## config.mk

```make
export PLATFORM = sky130hd
export DESIGN_NAME = stable_min_priority_queue
export DESIGN_NICKNAME = d
export VERILOG_FILES = /design/src/rtl/smpq_pkg.sv /design/src/rtl/smpq_ctrl.sv /design/src/rtl/smpq_datapath.sv /design/src/rtl/stable_min_priority_queue.sv
export SDC_FILE = /design/constraint.sdc
export NUM_CORES = 2
export LEC_CHECK = 0
export BUFFER_PORTS_ARGS = -buffer_cell sky130_fd_sc_hd__clkbuf_2
export CORE_ASPECT_RATIO = 0.9
export CORE_MARGIN = 2
export CORE_UTILIZATION = 46
export CTS_CLUSTER_DIAMETER = 40
export CTS_CLUSTER_SIZE = 28
export DETAILED_ROUTE_END_ITERATION = 16
export PLACE_DENSITY = 0.69
export SYNTH_ARGS = -nofsm -noshare
export SYNTH_HDL_FRONTEND = slang
export SYNTH_SLANG_ARGS = --single-unit
```

## constraint.sdc

```tcl
create_clock -name clock -period 5.95 [get_ports clock]
set_input_delay 0.8925 -clock clock [delete_from_list [all_inputs] [get_ports clock]]
set_output_delay 0.8925 -clock clock [all_outputs]
set_load 0.01 [all_outputs]
```

## src/rtl/smpq_pkg.sv

```systemverilog
package smpq_pkg;

   localparam logic [1:0] OP_INSERT = 2'd0;
   localparam logic [1:0] OP_REMOVE = 2'd1;
   localparam logic [1:0] OP_PEEK   = 2'd2;

   localparam logic [1:0] ST_OK      = 2'd0;
   localparam logic [1:0] ST_INVALID = 2'd1;
   localparam logic [1:0] ST_FULL    = 2'd2;
   localparam logic [1:0] ST_EMPTY   = 2'd3;

   localparam logic [1:0] ERR_NONE  = 2'd0;
   localparam logic [1:0] ERR_SPACE = 2'd1;
   localparam logic [1:0] ERR_EMPTY = 2'd2;

   localparam int PRIO_W   = 15;
   localparam int HANDLE_W = 32;
   localparam int SIZE_W   = 5;

   typedef struct packed {
      logic [1:0]          op;
      logic [31:0]         item_handle;
      logic signed [15:0]  priority_req;
   } req_type;

   typedef struct packed {
      logic [1:0]          status;
      logic [31:0]         item_out;
      logic [4:0]          size;
      logic [1:0]          error_code;
   } rsp_type;

   typedef enum logic {
      S_IDLE,
      S_EXEC
   } state_type;

   typedef struct packed {
      logic load;
      logic execute;
   } ctrl_cmd_type;

   typedef struct packed {
      logic rsp_free;
   } ctrl_sts_type;

endpackage

```

## src/rtl/smpq_ctrl.sv

```systemverilog
module smpq_ctrl (
   input  logic                  clock,
   input  logic                  reset,
   input  logic                  req_valid,
   output logic                  req_stall,
   input  smpq_pkg::ctrl_sts_type sts,
   output smpq_pkg::ctrl_cmd_type cmd
);

   smpq_pkg::state_type state_ff;
   smpq_pkg::state_type state_in;

   always_ff @(posedge clock) begin
      if (reset) begin
         state_ff <= smpq_pkg::S_IDLE;
      end else begin
         state_ff <= state_in;
      end
   end

   always_comb begin
      state_in    = state_ff;
      cmd.load    = 1'b0;
      cmd.execute = 1'b0;
      req_stall   = 1'b1;
      case (state_ff)
         smpq_pkg::S_IDLE: begin
            req_stall = 1'b0;
            if (req_valid) begin
               cmd.load = 1'b1;
               state_in = smpq_pkg::S_EXEC;
            end
         end
         smpq_pkg::S_EXEC: begin
            if (sts.rsp_free) begin
               cmd.execute = 1'b1;
               state_in    = smpq_pkg::S_IDLE;
            end
         end
         default: begin
            state_in = smpq_pkg::S_IDLE;
         end
      endcase
   end

endmodule

```

## src/rtl/smpq_datapath.sv

```systemverilog
module smpq_datapath #(
   parameter int CAPACITY = 16
) (
   input  logic                   clock,
   input  logic                   reset,
   input  smpq_pkg::req_type      req_data,
   output logic                   rsp_valid,
   input  logic                   rsp_stall,
   output smpq_pkg::rsp_type      rsp_data,
   input  smpq_pkg::ctrl_cmd_type cmd,
   output smpq_pkg::ctrl_sts_type sts
);

   localparam int CntW = $clog2(CAPACITY + 1);

   smpq_pkg::req_type req_ff;
   smpq_pkg::rsp_type rsp_ff;
   smpq_pkg::rsp_type rsp_in;
   logic              rsp_valid_ff;

   logic [smpq_pkg::PRIO_W-1:0]   prio_ff   [CAPACITY];
   logic [smpq_pkg::PRIO_W-1:0]   prio_in   [CAPACITY];
   logic [smpq_pkg::HANDLE_W-1:0] handle_ff [CAPACITY];
   logic [smpq_pkg::HANDLE_W-1:0] handle_in [CAPACITY];

   logic [CntW-1:0]   count_ff;
   logic [CntW-1:0]   count_in;
   logic [1:0]        error_ff;
   logic [1:0]        error_in;
   logic [CntW+4:0]   count_ext;

   logic [CAPACITY-1:0]          gt;
   logic [smpq_pkg::PRIO_W-1:0]  new_prio;
   logic                         arg_ok;
   logic                         full;
   logic                         empty;
   logic                         do_insert;
   logic                         do_remove;

   assign new_prio = req_ff.priority_req[smpq_pkg::PRIO_W-1:0];
   assign arg_ok   = (req_ff.item_handle != '0) && !req_ff.priority_req[15];
   assign full     = (count_ff == CntW'(CAPACITY));
   assign empty    = (count_ff == '0);

   // request and control decode
   always_comb begin
      count_in  = count_ff;
      error_in  = error_ff;
      do_insert = 1'b0;
      do_remove = 1'b0;
      rsp_in.status   = smpq_pkg::ST_INVALID;
      rsp_in.item_out = '0;
      case (req_ff.op)
         smpq_pkg::OP_INSERT: begin
            if (!arg_ok) begin
               rsp_in.status = smpq_pkg::ST_INVALID;
            end else if (full) begin
               rsp_in.status = smpq_pkg::ST_FULL;
               error_in      = smpq_pkg::ERR_SPACE;
            end else begin
               rsp_in.status = smpq_pkg::ST_OK;
               error_in      = smpq_pkg::ERR_NONE;
               do_insert     = 1'b1;
               count_in      = count_ff + CntW'(1);
            end
         end
         smpq_pkg::OP_REMOVE, smpq_pkg::OP_PEEK: begin
            if (empty) begin
               rsp_in.status = smpq_pkg::ST_EMPTY;
               error_in      = smpq_pkg::ERR_EMPTY;
            end else begin
               rsp_in.status   = smpq_pkg::ST_OK;
               rsp_in.item_out = handle_ff[0];
               error_in        = smpq_pkg::ERR_NONE;
               if (req_ff.op == smpq_pkg::OP_REMOVE) begin
                  do_remove = 1'b1;
                  count_in  = count_ff - CntW'(1);
               end
            end
         end
         default: begin
            rsp_in.status = smpq_pkg::ST_INVALID;
         end
      endcase
      count_ext         = {5'b0, count_in};
      rsp_in.size       = count_ext[smpq_pkg::SIZE_W-1:0];
      rsp_in.error_code = error_in;
   end

   // row of sorted cells
   for (genvar g = 0; g < CAPACITY; g++) begin : g_cell
      assign gt[g] = (CntW'(g) < count_ff) && (prio_ff[g] > new_prio);

      always_comb begin
         prio_in[g]   = prio_ff[g];
         handle_in[g] = handle_ff[g];
         if (do_insert) begin
            if (g > 0 && gt[(g > 0) ? g - 1 : 0]) begin
               prio_in[g]   = prio_ff[(g > 0) ? g - 1 : 0];
               handle_in[g] = handle_ff[(g > 0) ? g - 1 : 0];
            end else if (gt[g] || count_ff == CntW'(g)) begin
               prio_in[g]   = new_prio;
               handle_in[g] = req_ff.item_handle;
            end
         end else if (do_remove && g < CAPACITY - 1) begin
            prio_in[g]   = prio_ff[(g < CAPACITY - 1) ? g + 1 : g];
            handle_in[g] = handle_ff[(g < CAPACITY - 1) ? g + 1 : g];
         end
      end

      always_ff @(posedge clock) begin
         if (cmd.execute) begin
            prio_ff[g]   <= prio_in[g];
            handle_ff[g] <= handle_in[g];
         end
      end
   end

   always_ff @(posedge clock) begin
      if (reset) begin
         count_ff     <= '0;
         error_ff     <= smpq_pkg::ERR_NONE;
         rsp_valid_ff <= 1'b0;
      end else begin
         if (cmd.execute) begin
            count_ff     <= count_in;
            error_ff     <= error_in;
            rsp_valid_ff <= 1'b1;
         end else if (!rsp_stall) begin
            rsp_valid_ff <= 1'b0;
         end
      end
   end

   always_ff @(posedge clock) begin
      if (cmd.load) begin
         req_ff <= req_data;
      end
      if (cmd.execute) begin
         rsp_ff <= rsp_in;
      end
   end

   assign sts.rsp_free = !rsp_valid_ff || !rsp_stall;
   assign rsp_valid    = rsp_valid_ff;
   assign rsp_data     = rsp_ff;

endmodule

```

## src/rtl/stable_min_priority_queue.sv

```systemverilog
// Stable min-priority queue of (handle, priority) entries, kept sorted in a
// row of register cells so that equal priorities leave first-in, first-out.
// Request channel req_valid/req_stall/req_data carries op (insert, remove
// minimum, peek minimum), item_handle and priority_req. Result channel
// rsp_valid/rsp_stall/rsp_data returns one beat per request with status,
// item_out, size and the sticky error_code.
// A request beat is registered while the controller is idle; in the execute state every
// cell compares its priority with the new one in parallel, the row shifts
// and the result register loads. By the load-then-execute sequence of the
// controller, a new request is taken only after the last one has executed.
// The result register parts the two sides: a new request is taken while a
// result beat waits, but that request is held in execution until the waiting
// beat leaves. A stall on the result channel thus holds req_stall high.
// Synchronous reset empties the queue, clears the error code and drops any
// pending result; stored cells keep stale data that is never read.
module stable_min_priority_queue #(
   parameter int CAPACITY = 16
) (
   input  logic              clock,
   input  logic              reset,
   input  logic              req_valid,
   output logic              req_stall,
   input  smpq_pkg::req_type req_data,
   output logic              rsp_valid,
   input  logic              rsp_stall,
   output smpq_pkg::rsp_type rsp_data
);

   smpq_pkg::ctrl_cmd_type cmd;
   smpq_pkg::ctrl_sts_type sts;

   smpq_ctrl u_ctrl (
      .clock     (clock),
      .reset     (reset),
      .req_valid (req_valid),
      .req_stall (req_stall),
      .sts       (sts),
      .cmd       (cmd)
   );

   smpq_datapath #(
      .CAPACITY (CAPACITY)
   ) u_datapath (
      .clock     (clock),
      .reset     (reset),
      .req_data  (req_data),
      .rsp_valid (rsp_valid),
      .rsp_stall (rsp_stall),
      .rsp_data  (rsp_data),
      .cmd       (cmd),
      .sts       (sts)
   );

endmodule

```

==> results.ini <==
[run_status]
status=finished, final reports clean

[place]
placed_cell_area_sq_mm=0.0485
routabilityCongestion=0.929
hpwlAfterDp_um=86400
portBuffers=96

[pwr]
p_int_w=0.0115
sw_frac_of_total=0.248
switchingPower_w=0.00381
cellPowerDensity_mw_per_mm2=291
p_comb_frac=0.068
p_leak_nw=18.7
p_seq_frac=0.448
power_frac_clock=0.485
ir_drop_uv=240

[timing]
drv_slew=0
fmax_mhz=203
max_slew_margin=0.162
skew_ns=0.0276
final-setup-viol-count=0
tns_ns=0
fin_crit_sh=0.830
fin_hold_ws_ns=0.345
hold_viol_final=0
tightest_slew_ns=1.23
fin_crit_ns=4.94
rsz0062_at_grt=no

[setup_path]
cp_data_arrival_time_ns=5.37
start_kind=flop
worst-setup-path-type=flop to flop
r2r_cells=8
setup.worst_path.end_class=flop
worstPathRequired_ns=6.39
critPathMaxFanout=33

[hold_path]
hold_class=input pin to flop
whs_path_depth=1

[synth]
ys_seq_elements=852
synth.avg_cell_area_sq_um=10.8
yosysTopAreaCellShare=0.537
ys_async_sr_fraction=0
syn_nets=4652
seq_area_frac_synth=0.541
synth-edff-count=843
ys_types=69
synth_area_leaders=edfxtp_1 54%, ha_1 6.6%, mux2i_1 6.5%
synthFlopType=edfxtp_1
synthCells=4350
synth_area_leader_cell=edfxtp_1
yosysWarnings=0
netlist_area_sq_mm=0.0471

[cells_and_area]
finalNetCount=4584
area_delta_synth_final_pct=11.9
drive_gt1_frac=0.108
fin_area_sq_mm=0.0527
fill_cells=8853
layout_commonest_cell=edfxtp_1
mostFrequentLayoutCells=843 x edfxtp_1, 766 x nand2_1, 315 x nand3_1

[global_route]
grt_usage=0.266
grt_overflow=0
grt_pass1_wl_um=214000
grt_pass1_vias=34400
antenna_found_initial=4
grt_max_degree=266

[detailed_routing]
totalWireLength_um=143000
drt-wirelength-per-cell_um=24.9
drt-pass1-iter-count=6
vias=36500
drtIter0Drc=4912
routed_via_density=6.35
drc_errors=0
drtAntennaViolNets=0

[die]
io-pin-count=97
placementRows=111
die_area_sq_mm=0.105
die_h_um=308
die_x_um=341
core_sq_mm=0.102
start_util=0.463

[job]
drv_cap=0

[clock_tree]
htree_levels=3
cts-buffers-inserted=120
cts-root-buf=clkbuf_16
hold_buffers=0
cts_sinks=852
cts_tree=yes
clock_latency_ns=0.72
cts_resized=0
clockBufferDepth=3
cts.clk_slew.worst_paths_ns=0.06
post-cts-setup-buffers=0

==> Yosys cell counts (14+ instances only) <==
master,n
or3_1,34
buf_1,17
nand3b_1,14
and3_1,33
nor2b_1,14
a31oi_1,14
a21oi_1,291
nor2_1,114
o21ai_1,148
nand2_1,767
ha_1,248
o21ai_0,216
nand3_1,315
inv_1,45
mux2i_1,305
clkbuf_1,139
edfxtp_1,843
o211ai_1,228
buf_2,109
o2111ai_1,47
nor3_1,20
and2_1,34
nand4_1,62
mux2_2,47
a211oi_1,16
buf_4,79
==> power by group through the flow <==
stage | Combinational [W] | Sequential (W) | Clock (W)
final | 0.00104 | 0.00686 | 0.00743
after global routing | 0.00114 | 0.00687 | 0.00775
after CTS | 0.00102 | 0.00686 | 0.00752
after detailed placement | 0.00101 | 0.00698 | 0
after global placement | 0.000983 | 0.00698 | 0
after floorplan | 0.000754 | 0.00691 | 0
==> worst max-delay path, stage by stage, from the launching register on <==
cell and delay (ns):
edfxtp_1 0.71, inv_1 0.51, ha_1 0.46, a21oi_1 0.16, o21ai_0 0.21, a2111oi_0 1.09, a211o_1 0.61, a41oi_4 0.48
buf_12 0.37
==> worst paths after layout <==
| kind | from | endpoint | slack [ns] |
|---|---|---|---|
| min reg2reg | u_datapath.rsp_valid | u_datapath.rsp_valid | 0.51 |
| max reg2reg | u_datapath.new_prio[12] | u_datapath.handle_ff[5][52] | 1.01 |
| max | u_datapath.new_prio[12] | u_datapath.handle_ff[5][52] | 1.01 |
| min | req_data[29] | u_datapath.req_ff[29] | 0.34 |
==> cell type report <==
class,count,area (sq um),area share
diodes,3,7.51,0.000142
clock buffers,131,3070,0.0582
clock inverters,99,1110,0.0211
inverters,46,173,0.00328
multi-input cells,3097,20000,0.380
flip-flops and latches,852,25500,0.484
well taps,1356,1700,0.0322
repair buffers,165,1150,0.0218
==> metrics by stage <==
stage | setup WS (ns) | total power (W) | util | cells
2_1_floorplan | 0.574 | 0.00766 | - | 4350
3_3_place_gp | 1.28 | 0.00796 | 0.477 | 5516
3_5_place_dp | 1.09 | 0.00799 | 0.477 | 5516
4_1_cts | 1.09 | 0.0154 | 0.518 | 5746
5_1_grt | 0.772 | 0.0158 | 0.518 | 5746
6_report | 1.01 | 0.0153 | 0.519 | 5749
==> cell families after synthesis <==
logic type,after synthesis,share of synthesized area
xor+xnor,2,0.000372
fa+ha+maj,248,0.0659
flops,852,0.541
simple gates,1447,0.138
mux,352,0.0760
compound gates,1048,0.135
buf+inv,401,0.0429
==> routing by layer <==
layer,part of all wire,GRT usage,vias to the layer above,wire length (um)
li1,-,-,16300,-
met1,0.44,0.397,17900,62300
met2,0.42,0.383,2030,60500
met3,0.10,0.0446,297,14400
met4,0.040,0.107,2,5780
met5,0.000091,0,-,13
==> flip-flops by register name, indices dropped and copies added, names as in the netlist <==
name,count
u_datapath.error_ff,2
u_datapath.rsp_valid,1
u_datapath.new_prio,15
u_datapath.rsp_data,41
u_datapath.handle_ff,512
u_datapath.req_ff,35
u_datapath.count_ff,5
u_ctrl.state_ff,1
u_datapath.prio_ff,240
Power figures use the tool's default switching activity.
